`src/rtl/core/sfd_pkg.sv`:
```
package sfd_pkg;

  localparam logic [7:0] SYNC_FIRST  = 8'hFF;
  localparam logic [7:0] SYNC_SECOND = 8'hFE;

  // frame length counts the two sync bytes
  localparam int FRAME_LEN = 20;
  localparam int CNT_W     = 5;
  localparam logic [CNT_W-1:0] LAST_IDX = CNT_W'(FRAME_LEN - 1);

  // payload bytes 2..18 are held; byte 19 completes the frame
  localparam int HOLD_BYTES = FRAME_LEN - 3;

  localparam int QUEUE_DEPTH = 4;
  localparam int QPTR_W      = 2;
  localparam int QCNT_W      = 3;

  typedef struct packed {
    logic [7:0] data;
    logic       last;
  } q_item_t;

endpackage

```
`src/rtl/core/sfd_front.sv`:
```
module sfd_front (
  input  logic            clk,
  input  logic            rst,
  input  logic            in_valid,
  output logic            in_stall,
  input  logic [7:0]      rx_byte,
  output logic            push,
  output sfd_pkg::q_item_t push_item,
  input  logic            q_full
);

  localparam logic [1:0] PH_HUNT      = 2'd0;
  localparam logic [1:0] PH_GOT_FIRST = 2'd1;
  localparam logic [1:0] PH_SYNCED    = 2'd2;

  logic [1:0]                 phase, phase_next;
  logic [sfd_pkg::CNT_W-1:0]  count, count_next;
  logic                       accept;
  logic                       is_last;

  assign in_stall = q_full;
  assign accept   = in_valid && !in_stall;
  assign is_last  = (count == sfd_pkg::LAST_IDX);

  assign push           = accept && (phase == PH_SYNCED);
  assign push_item.data = rx_byte;
  assign push_item.last = is_last;

  always_comb begin
    phase_next = phase;
    count_next = count;
    if (accept) begin
      unique case (phase)
        PH_GOT_FIRST: begin
          if (rx_byte == sfd_pkg::SYNC_SECOND) begin
            phase_next = PH_SYNCED;
            count_next = sfd_pkg::CNT_W'(2);
          end else begin
            // mismatching byte is dropped, not rechecked as a sync
            phase_next = PH_HUNT;
            count_next = '0;
          end
        end
        PH_SYNCED: begin
          if (is_last) begin
            phase_next = PH_HUNT;
            count_next = '0;
          end else begin
            count_next = count + sfd_pkg::CNT_W'(1);
          end
        end
        default: begin
          if (rx_byte == sfd_pkg::SYNC_FIRST) begin
            phase_next = PH_GOT_FIRST;
            count_next = sfd_pkg::CNT_W'(1);
          end else begin
            phase_next = PH_HUNT;
            count_next = '0;
          end
        end
      endcase
    end
  end

  always_ff @(posedge clk) begin
    if (rst) begin
      phase <= PH_HUNT;
      count <= '0;
    end else begin
      phase <= phase_next;
      count <= count_next;
    end
  end

endmodule

```
`src/rtl/core/sfd_queue.sv`:
```
module sfd_queue (
  input  logic             clk,
  input  logic             rst,
  input  logic             push,
  input  sfd_pkg::q_item_t push_item,
  output logic             full,
  input  logic             pop,
  output logic             q_valid,
  output sfd_pkg::q_item_t q_head
);

  sfd_pkg::q_item_t           mem [sfd_pkg::QUEUE_DEPTH];
  logic [sfd_pkg::QPTR_W-1:0] wr_ptr, rd_ptr;
  logic [sfd_pkg::QCNT_W-1:0] fill;

  assign full    = (fill == sfd_pkg::QCNT_W'(sfd_pkg::QUEUE_DEPTH));
  assign q_valid = (fill != '0);
  assign q_head  = mem[rd_ptr];

  always_ff @(posedge clk) begin
    if (push) begin
      mem[wr_ptr] <= push_item;
    end
  end

  always_ff @(posedge clk) begin
    if (rst) begin
      wr_ptr <= '0;
      rd_ptr <= '0;
      fill   <= '0;
    end else begin
      if (push) begin
        wr_ptr <= wr_ptr + sfd_pkg::QPTR_W'(1);
      end
      if (pop) begin
        rd_ptr <= rd_ptr + sfd_pkg::QPTR_W'(1);
      end
      case ({push, pop})
        2'b10:   fill <= fill + sfd_pkg::QCNT_W'(1);
        2'b01:   fill <= fill - sfd_pkg::QCNT_W'(1);
        default: fill <= fill;
      endcase
    end
  end

endmodule

```
`src/rtl/core/sfd_back.sv`:
```
module sfd_back (
  input  logic             clk,
  input  logic             rst,
  input  logic             q_valid,
  input  sfd_pkg::q_item_t q_head,
  output logic             pop,
  output logic             out_valid,
  input  logic             out_stall,
  output logic [7:0]       status_a,
  output logic [7:0]       status_b,
  output logic [7:0]       status_c,
  output logic [7:0]       status_d,
  output logic [7:0]       status_e,
  output logic [7:0]       status_f,
  output logic [15:0]      chan_one,
  output logic [15:0]      chan_two,
  output logic [15:0]      chan_three,
  output logic [15:0]      chan_four,
  output logic [15:0]      chan_five,
  output logic [15:0]      chan_six
);

  // hold[0] is the newest byte; frame byte k (2..18) sits at hold[18-k]
  logic [7:0] hold [sfd_pkg::HOLD_BYTES];
  logic       out_free;
  logic       load;

  assign out_free = !out_valid || !out_stall;
  assign pop      = q_valid && (!q_head.last || out_free);
  assign load     = pop && q_head.last;

  always_ff @(posedge clk) begin
    if (pop && !q_head.last) begin
      hold[0] <= q_head.data;
      for (int i = 1; i < sfd_pkg::HOLD_BYTES; i++) begin
        hold[i] <= hold[i-1];
      end
    end
  end

  always_ff @(posedge clk) begin
    if (load) begin
      status_a   <= hold[16];
      status_b   <= hold[15];
      status_c   <= hold[14];
      status_d   <= hold[13];
      status_e   <= hold[12];
      status_f   <= hold[11];
      chan_one   <= {hold[10], hold[9]};
      chan_two   <= {hold[8], hold[7]};
      chan_three <= {hold[6], hold[5]};
      chan_four  <= {hold[4], hold[3]};
      chan_five  <= {hold[2], hold[1]};
      chan_six   <= {hold[0], q_head.data};
    end
  end

  always_ff @(posedge clk) begin
    if (rst) begin
      out_valid <= 1'b0;
    end else if (load) begin
      out_valid <= 1'b1;
    end else if (!out_stall) begin
      out_valid <= 1'b0;
    end
  end

endmodule

```
`src/rtl/core/sync_framed_packet_deframer_core.sv`:
```
// Deframer for a 0xFF 0xFE sync word followed by a 20-byte frame (sync
// included). One byte is taken per cycle while in_stall is low; the front
// tracks sync and frame position, and a 4-entry queue feeds the back end,
// which shifts payload bytes into a holding line and loads the output
// register on the 20th byte, once the output is free. A completed frame
// passes through the queue before it appears on the output. in_stall rises
// only when the queue is full, which happens only while a finished frame
// sits unclaimed behind out_stall; the back end keeps absorbing payload
// bytes meanwhile and blocks only on the next frame's final byte.
module sync_framed_packet_deframer_core (
  input  logic        clk,
  input  logic        rst,
  input  logic        in_valid,
  output logic        in_stall,
  input  logic [7:0]  rx_byte,
  output logic        out_valid,
  input  logic        out_stall,
  output logic [7:0]  status_a,
  output logic [7:0]  status_b,
  output logic [7:0]  status_c,
  output logic [7:0]  status_d,
  output logic [7:0]  status_e,
  output logic [7:0]  status_f,
  output logic [15:0] chan_one,
  output logic [15:0] chan_two,
  output logic [15:0] chan_three,
  output logic [15:0] chan_four,
  output logic [15:0] chan_five,
  output logic [15:0] chan_six
);

  logic             push;
  sfd_pkg::q_item_t push_item;
  logic             q_full;
  logic             pop;
  logic             q_valid;
  sfd_pkg::q_item_t q_head;

  sfd_front u_front (
    .clk       (clk),
    .rst       (rst),
    .in_valid  (in_valid),
    .in_stall  (in_stall),
    .rx_byte   (rx_byte),
    .push      (push),
    .push_item (push_item),
    .q_full    (q_full)
  );

  sfd_queue u_queue (
    .clk       (clk),
    .rst       (rst),
    .push      (push),
    .push_item (push_item),
    .full      (q_full),
    .pop       (pop),
    .q_valid   (q_valid),
    .q_head    (q_head)
  );

  sfd_back u_back (
    .clk        (clk),
    .rst        (rst),
    .q_valid    (q_valid),
    .q_head     (q_head),
    .pop        (pop),
    .out_valid  (out_valid),
    .out_stall  (out_stall),
    .status_a   (status_a),
    .status_b   (status_b),
    .status_c   (status_c),
    .status_d   (status_d),
    .status_e   (status_e),
    .status_f   (status_f),
    .chan_one   (chan_one),
    .chan_two   (chan_two),
    .chan_three (chan_three),
    .chan_four  (chan_four),
    .chan_five  (chan_five),
    .chan_six   (chan_six)
  );

endmodule
```
`config.mk`:
```
export PLATFORM = sky130hd
export DESIGN_NAME = sync_framed_packet_deframer_core
export DESIGN_NICKNAME = d
export VERILOG_FILES = /design/src/rtl/core/sfd_pkg.sv /design/src/rtl/core/sfd_front.sv /design/src/rtl/core/sfd_queue.sv /design/src/rtl/core/sfd_back.sv /design/src/rtl/core/sync_framed_packet_deframer_core.sv
export SDC_FILE = /design/constraint.sdc
export NUM_CORES = 1
export LEC_CHECK = 0
export CAP_MARGIN = 20
export CORE_ASPECT_RATIO = 0.7
export CORE_UTILIZATION = 59
export DETAILED_ROUTE_END_ITERATION = 10
export DONT_BUFFER_PORTS = 1
export GPL_ROUTABILITY_DRIVEN = 1
export GPL_TIMING_DRIVEN = 0
export PLACE_DENSITY_LB_ADDON = 0.05
export SYNTH_ARGS = -nofsm -noshare
export SYNTH_HDL_FRONTEND = slang
export SYNTH_SLANG_ARGS = --single-unit
```
`constraint.sdc`:
```
create_clock -name clk -period 12.8 [get_ports clk]
set_input_delay 1.28 -clock clk [delete_from_list [all_inputs] [get_ports clk]]
set_output_delay 1.28 -clock clk [all_outputs]
set_load 0.1 [all_outputs]
```
After elaboration in Yosys (flattened, before gate mapping)
Memories as Yosys holds them, arrays and structs flattened. A register that Yosys moved wholly into a read port is not among the register bits. Cells that the tools add are included.

$add $sub $neg: 5. Multiply operators: 0. Div/mod/pow operators: 0. $lt $le $gt $ge: 0. Eq/ne operators: 10. Shift-type cells: 0. Multiplexer cells: 17. Bitwise logic cells: 0. Reductions and logical operators: 14.

Operator list (number): equality test 8 bit, second input constant (2); two-way mux 2 bit (5); one-hot mux 5 bit (2 select lines) (1); two-way mux 1 bit (8); one-hot mux 3 bit (2 select lines) (1); adder 5 x 1 -> 5 bit, second input constant (1); equality test 5 bit, second input constant (1); logical AND 1 bit (5); two-way mux 5 bit (1); adder 2 x 1 -> 2 bit, second input constant (2); equality test 2 x 1 -> 1 bit, second input constant (2); equality test 2 bit, second input constant (2); zero test 1 bit (4); != test 2 x 1 -> 1 bit, second input constant (2); one-hot mux 2 bit (2 select lines) (1); adder 3 x 1 -> 3 bit, second input constant (1); equality test 3 bit, second input constant (1); nonzero test 3 bit (1); subtractor 3 x 1 -> 3 bit, second input constant (1); logical OR 1 bit (2); AND reduction 2 bit (1); nonzero test 2 bit (1).

Flip-flop bits (word level): 151. Bits in latches: 0. Memory bits (writable): 172. ROM bits: 0. Bits of input ports: 12. Output and inout bits: 146. Word-level logic and storage cells: 65. Memories kept: 2.

Memories: u_back.hold (words 17, bits a word 8, read ports 17, clocked after memory_dff 1, write ports 17, RTL line sfd_back.sv:24) `logic [7:0] hold [sfd_pkg::HOLD_BYTES];`; u_queue.mem (words 4, bits a word 9, read ports 1, clocked after memory_dff 1, write ports 1, RTL line sfd_queue.sv:12) `sfd_pkg::q_item_t mem [sfd_pkg::QUEUE_DEPTH];`.

Longest topological paths before layout
Depth in word-level cells: 7. Gate-level depth with buffers: 9. Gate-level depth less buffers: 8.

By module
A second synthesis with hierarchy kept.

Cells, all modules: 447. Area, all modules: 10787.8 sq um.

By module, submodules not included: sfd_back (times used 1, cells each 288, area each 8463.1 sq um, sequential area each 8428.1 sq um); sfd_queue (times used 1, cells each 94, area each 1736.7 sq um, sequential area each 1261.2 sq um); sfd_front (times used 1, cells each 65, area each 588.1 sq um, sequential area each 140.1 sq um).

Least setup slack after synthesis
OpenSTA, ideal clock, no wires.

Path kind: in2reg. From: in out_stall. To: reg u_back.chan_five[0] (read register of u_back.hold) (enable). Setup time: 0.696 ns. Arrival time: 8.225 ns. Data required time: 12.104 ns. Slack: 3.878 ns. Stages: 1. Path buffers: 0. Cells stage by stage: a21oi_1.

Longest elaborated chain between the ends: 5.

RTL lines: start: declaration (RTL line sync_framed_packet_deframer_core.sv:17) `input logic out_stall,`; zero test 1 bit (RTL line sfd_back.sv:28) `assign out_free = !out_valid || !out_stall;`; logical OR 1 bit (RTL line sfd_back.sv:28); logical OR 1 bit (RTL line sfd_back.sv:29) `assign pop = q_valid && (!q_head.last || out_free);`; logical AND 1 bit (RTL line sfd_back.sv:29); logical AND 1 bit (RTL line sfd_back.sv:30) `assign load = pop && q_head.last;`; end: declaration (RTL line sfd_back.sv:19) `output logic [15:0] chan_five,`.

Every way passes these cells. A chain may end at the register's enable or synchronous reset.

Final worst setup path
From: reg u_queue.fill[0] (netlist name). To: out in_stall.

Longest elaborated chain between the ends: 1.

RTL lines: start: declaration (RTL line sfd_queue.sv:14) `logic [sfd_pkg::QCNT_W-1:0] fill;`; start signal: assignment (RTL line sfd_queue.sv:39) `2'b10: fill <= fill + sfd_pkg::QCNT_W'(1);`; start signal: assignment (RTL line sfd_queue.sv:40) `2'b01: fill <= fill - sfd_pkg::QCNT_W'(1);`; start signal: assignment (RTL line sfd_queue.sv:41) `default: fill <= fill;`; equality test 3 bit (RTL line sfd_queue.sv:16) `assign full = (fill == sfd_pkg::QCNT_W'(sfd_pkg::QUEUE_DEPTH));`; end: declaration (RTL line sync_framed_packet_deframer_core.sv:14) `output logic in_stall,`.

Every way passes these cells.

==> impl_metrics.env <==
export IMPL_outcome="finished, final reports clean"
export IMPL_ys_ff_latch=333
export IMPL_core_area_um2=17400
export IMPL_p_clk_share_pct=42.4
export IMPL_antenna_left=0
export IMPL_start_kind="flip-flop"
export IMPL_yosysMostFrequentCell="edfxtp_1"
export IMPL_finalPower_mw=2.05
export IMPL_reg2reg_depth=8
export IMPL_grt_pass1_wl_um=22600
export IMPL_grt_max_degree=35
export IMPL_cts_sinks=333
export IMPL_ctsHtreeMaxLevel=1
export IMPL_setup_tns_ns=0
export IMPL_worst_pin_slew_ns=1.06
export IMPL_dpl_instance_area_um2=11200
export IMPL_slew_violations=0
export IMPL_start_util_pct=61.3
export IMPL_first_iter_violations=362
export IMPL_path_class="flip-flop to output port"
export IMPL_die_h_um=115
export IMPL_comb_power_share_pct=0.1
export IMPL_p_per_area_nw_per_um2=168
export IMPL_wl_per_cell_um=20.9
export IMPL_yosys_warnings=0
export IMPL_ios=158
export IMPL_clock_path_buffers=3
export IMPL_cts_resized=0
export IMPL_end_kind="output port"
export IMPL_firstDrtPassIters=6
export IMPL_path_max_fanout=9
export IMPL_pre_cts_ws_ns=9.40
export IMPL_fp_dieW_um=163
export IMPL_p_switching_mw=0.360
export IMPL_antenna_found_initial=0
export IMPL_syn_nets=459
export IMPL_hold_buffers=0
export IMPL_ys_seq_area_share_pct=92.0
export IMPL_internal_power_mw=1.69
export IMPL_drive_gt1_share_pct=16.0
export IMPL_rsz0062_at_grt="false"
export IMPL_cp_cell_sequence="or3b_1 > buf_6 > inv_1"
export IMPL_maxSlewHeadroom_pct=29.5
export IMPL_worstPathArrival_ns=2.05
export IMPL_syn_area_um2=10700
export IMPL_async_flop_share_pct=0
export IMPL_leakage_nw=3.88
export IMPL_hold_viol=0
export IMPL_track_usage_pct=16.5
export IMPL_avgSynthCellArea_um2=24.4
export IMPL_drc=0
export IMPL_cts_buffers=29
export IMPL_routed_wl_um=15300
export IMPL_setup_viol=0
export IMPL_hp_class="flip-flop to flip-flop"
export IMPL_finClkSkew_ns=0.0103
export IMPL_syn_to_final_growth_pct=14.2
export IMPL_dp_hpwl_um=9910
export IMPL_worstHoldPathCells=0
export IMPL_switching_share_pct=17.6
export IMPL_clk_pin_slew_ns=0.06
export IMPL_clk_latency_ns=0.53
export IMPL_postLayoutSetupSlackWorst_ns=9.47
export IMPL_io_buffers=0
export IMPL_gp_congestion=0.725
export IMPL_vias_per_cell=5.48
export IMPL_synth_top_cell_by_area="edfxtp_1"
export IMPL_fin_area_um2=12200
export IMPL_ys_types=39
export IMPL_first_global_vias=3862
export IMPL_finalCritPeriodShare_pct=26.0
export IMPL_synth_common_cells="316 x edfxtp_1, 17 x dfxtp_1, 14 x nor2_1"
export IMPL_synth_top_area_share_pct=88.8
export IMPL_fp_row_count=40
export IMPL_post_route_min_period_ns=3.33
export IMPL_cts_root_buf="clkbuf_16"
export IMPL_gr_total_overflow=0
export IMPL_ir_worst_vdd_mv=0.119
export IMPL_num_antenna_cells=0
export IMPL_cts_setup_buffers=0
export IMPL_via_count=4004
export IMPL_max_clock_freq_mhz=301
export IMPL_required_ns=11.52
export IMPL_synth_top_cells_by_area="edfxtp_1 89%, dfxtp_1 3.2%, mux4_2 1.7%"
export IMPL_dp_cells=679
export IMPL_nNetsFinal=500
export IMPL_seqPwrFrac_pct=57.5
export IMPL_netlist_instances=438
export IMPL_crit_path_top_delay_cell="inv_1"
export IMPL_synth_edff_count=316
export IMPL_slowest_delay_ns=0.60
export IMPL_maxCapViolCount=0
export IMPL_synth_top_flop_cell="edfxtp_1"
export IMPL_cts_tree="done"
export IMPL_stdcell_count=731
export IMPL_die_area_um2=18700
sequential cells by signal, indices dropped and copies added, names as in the netlist, 5 cells and up, named ones only:
register	count
u_queue.mem	36
u_back.status_a	8
u_back.chan_five	16
u_back.hold	136
u_back.status_d	8
u_back.chan_one	16
u_back.chan_six	16
u_back.status_b	8
u_back.status_c	8
u_front.count	5
u_back.chan_three	16
u_back.status_f	8
u_back.chan_two	16
u_back.chan_four	16
u_back.status_e	8
power groups by stage:
stage / registers [mW] / clock network (mW) / logic, mW
final: 1.18 / 0.867 / 0.00299
after global routing: 1.17 / 0.926 / 0.00333
after CTS: 1.18 / 0.884 / 0.00305
after detailed placement: 1.20 / 0 / 0.00304
after global placement: 1.20 / 0 / 0.00287
after floorplan: 1.20 / 0 / 0.00241
cells by family after synthesis:
| family | Yosys count | share of synthesized area (%) |
|---|---|---|
| buffers and inverters | 11 | 0.609 |
| adders and majority gates | 9 | 1.12 |
| xor gates and xnor gates | 6 | 0.492 |
| AOI/OAI and AO/OA | 12 | 0.668 |
| DFF | 333 | 92.0 |
| and+or+nand+nor | 51 | 2.62 |
| muxes | 16 | 2.47 |
stage by stage:
step / util [%] / hold WS [ns]
2_1_floorplan: - / 0.400
5_1_grt: 70.0 / 0.429
3_3_place_gp: 63.0 / 0.404
6_report: 70.0 / 0.420
4_1_cts: 70.0 / 0.421
3_5_place_dp: 64.5 / 0.407
cell usage in the layout (no fill, tap or decap), drive strengths merged, types with 5 or more instances in the layout:
cell type    n
mux4         8
ha           8
nand3        7
buf         14
mux2i        5
nor3         5
clkbuf      36
clkinv       9
nand2        5
dfxtp       17
and3         6
nor2        15
inv          8
edfxtp     316
critical path: cells and delay by family (launching register included):
kind / cells / cell delay [ns]
DFF: 1 / 0.36
buffers and inverters: 2 / 0.75
and+or+nand+nor: 1 / 0.40
routing by layer:
layer  wire, um  up-vias  GRT usage (%)
li1           -     1830              -
met1       6950     2005           24.0
met2       7090      142           24.5
met3        968       27           4.85
met4        306        0           4.98
met5          0        -              0
final timing paths:
check | startpoint | to | slack [ns]
max | u_queue.fill[0] | in_stall | 9.47
max reg2reg | u_back.out_valid | u_queue.fill[2] | 9.50
min reg2reg | u_back.hold[16][4] | u_back.status_a[4] | 0.42
min | u_back.hold[16][4] | u_back.status_a[4] | 0.42
final cells by class:
cell class              instances  area [um2]
flip-flops and latches        333        9830
fillers                      1067        5220
multi-input cells              94         807
clock buffers                  35         768
well taps                     231         289
repair buffers                 10         238
clock inverters                17         199
plain buffers                   5        42.5
inverters                       6        22.5
Note: power is estimated with default switching activity, not from simulation.
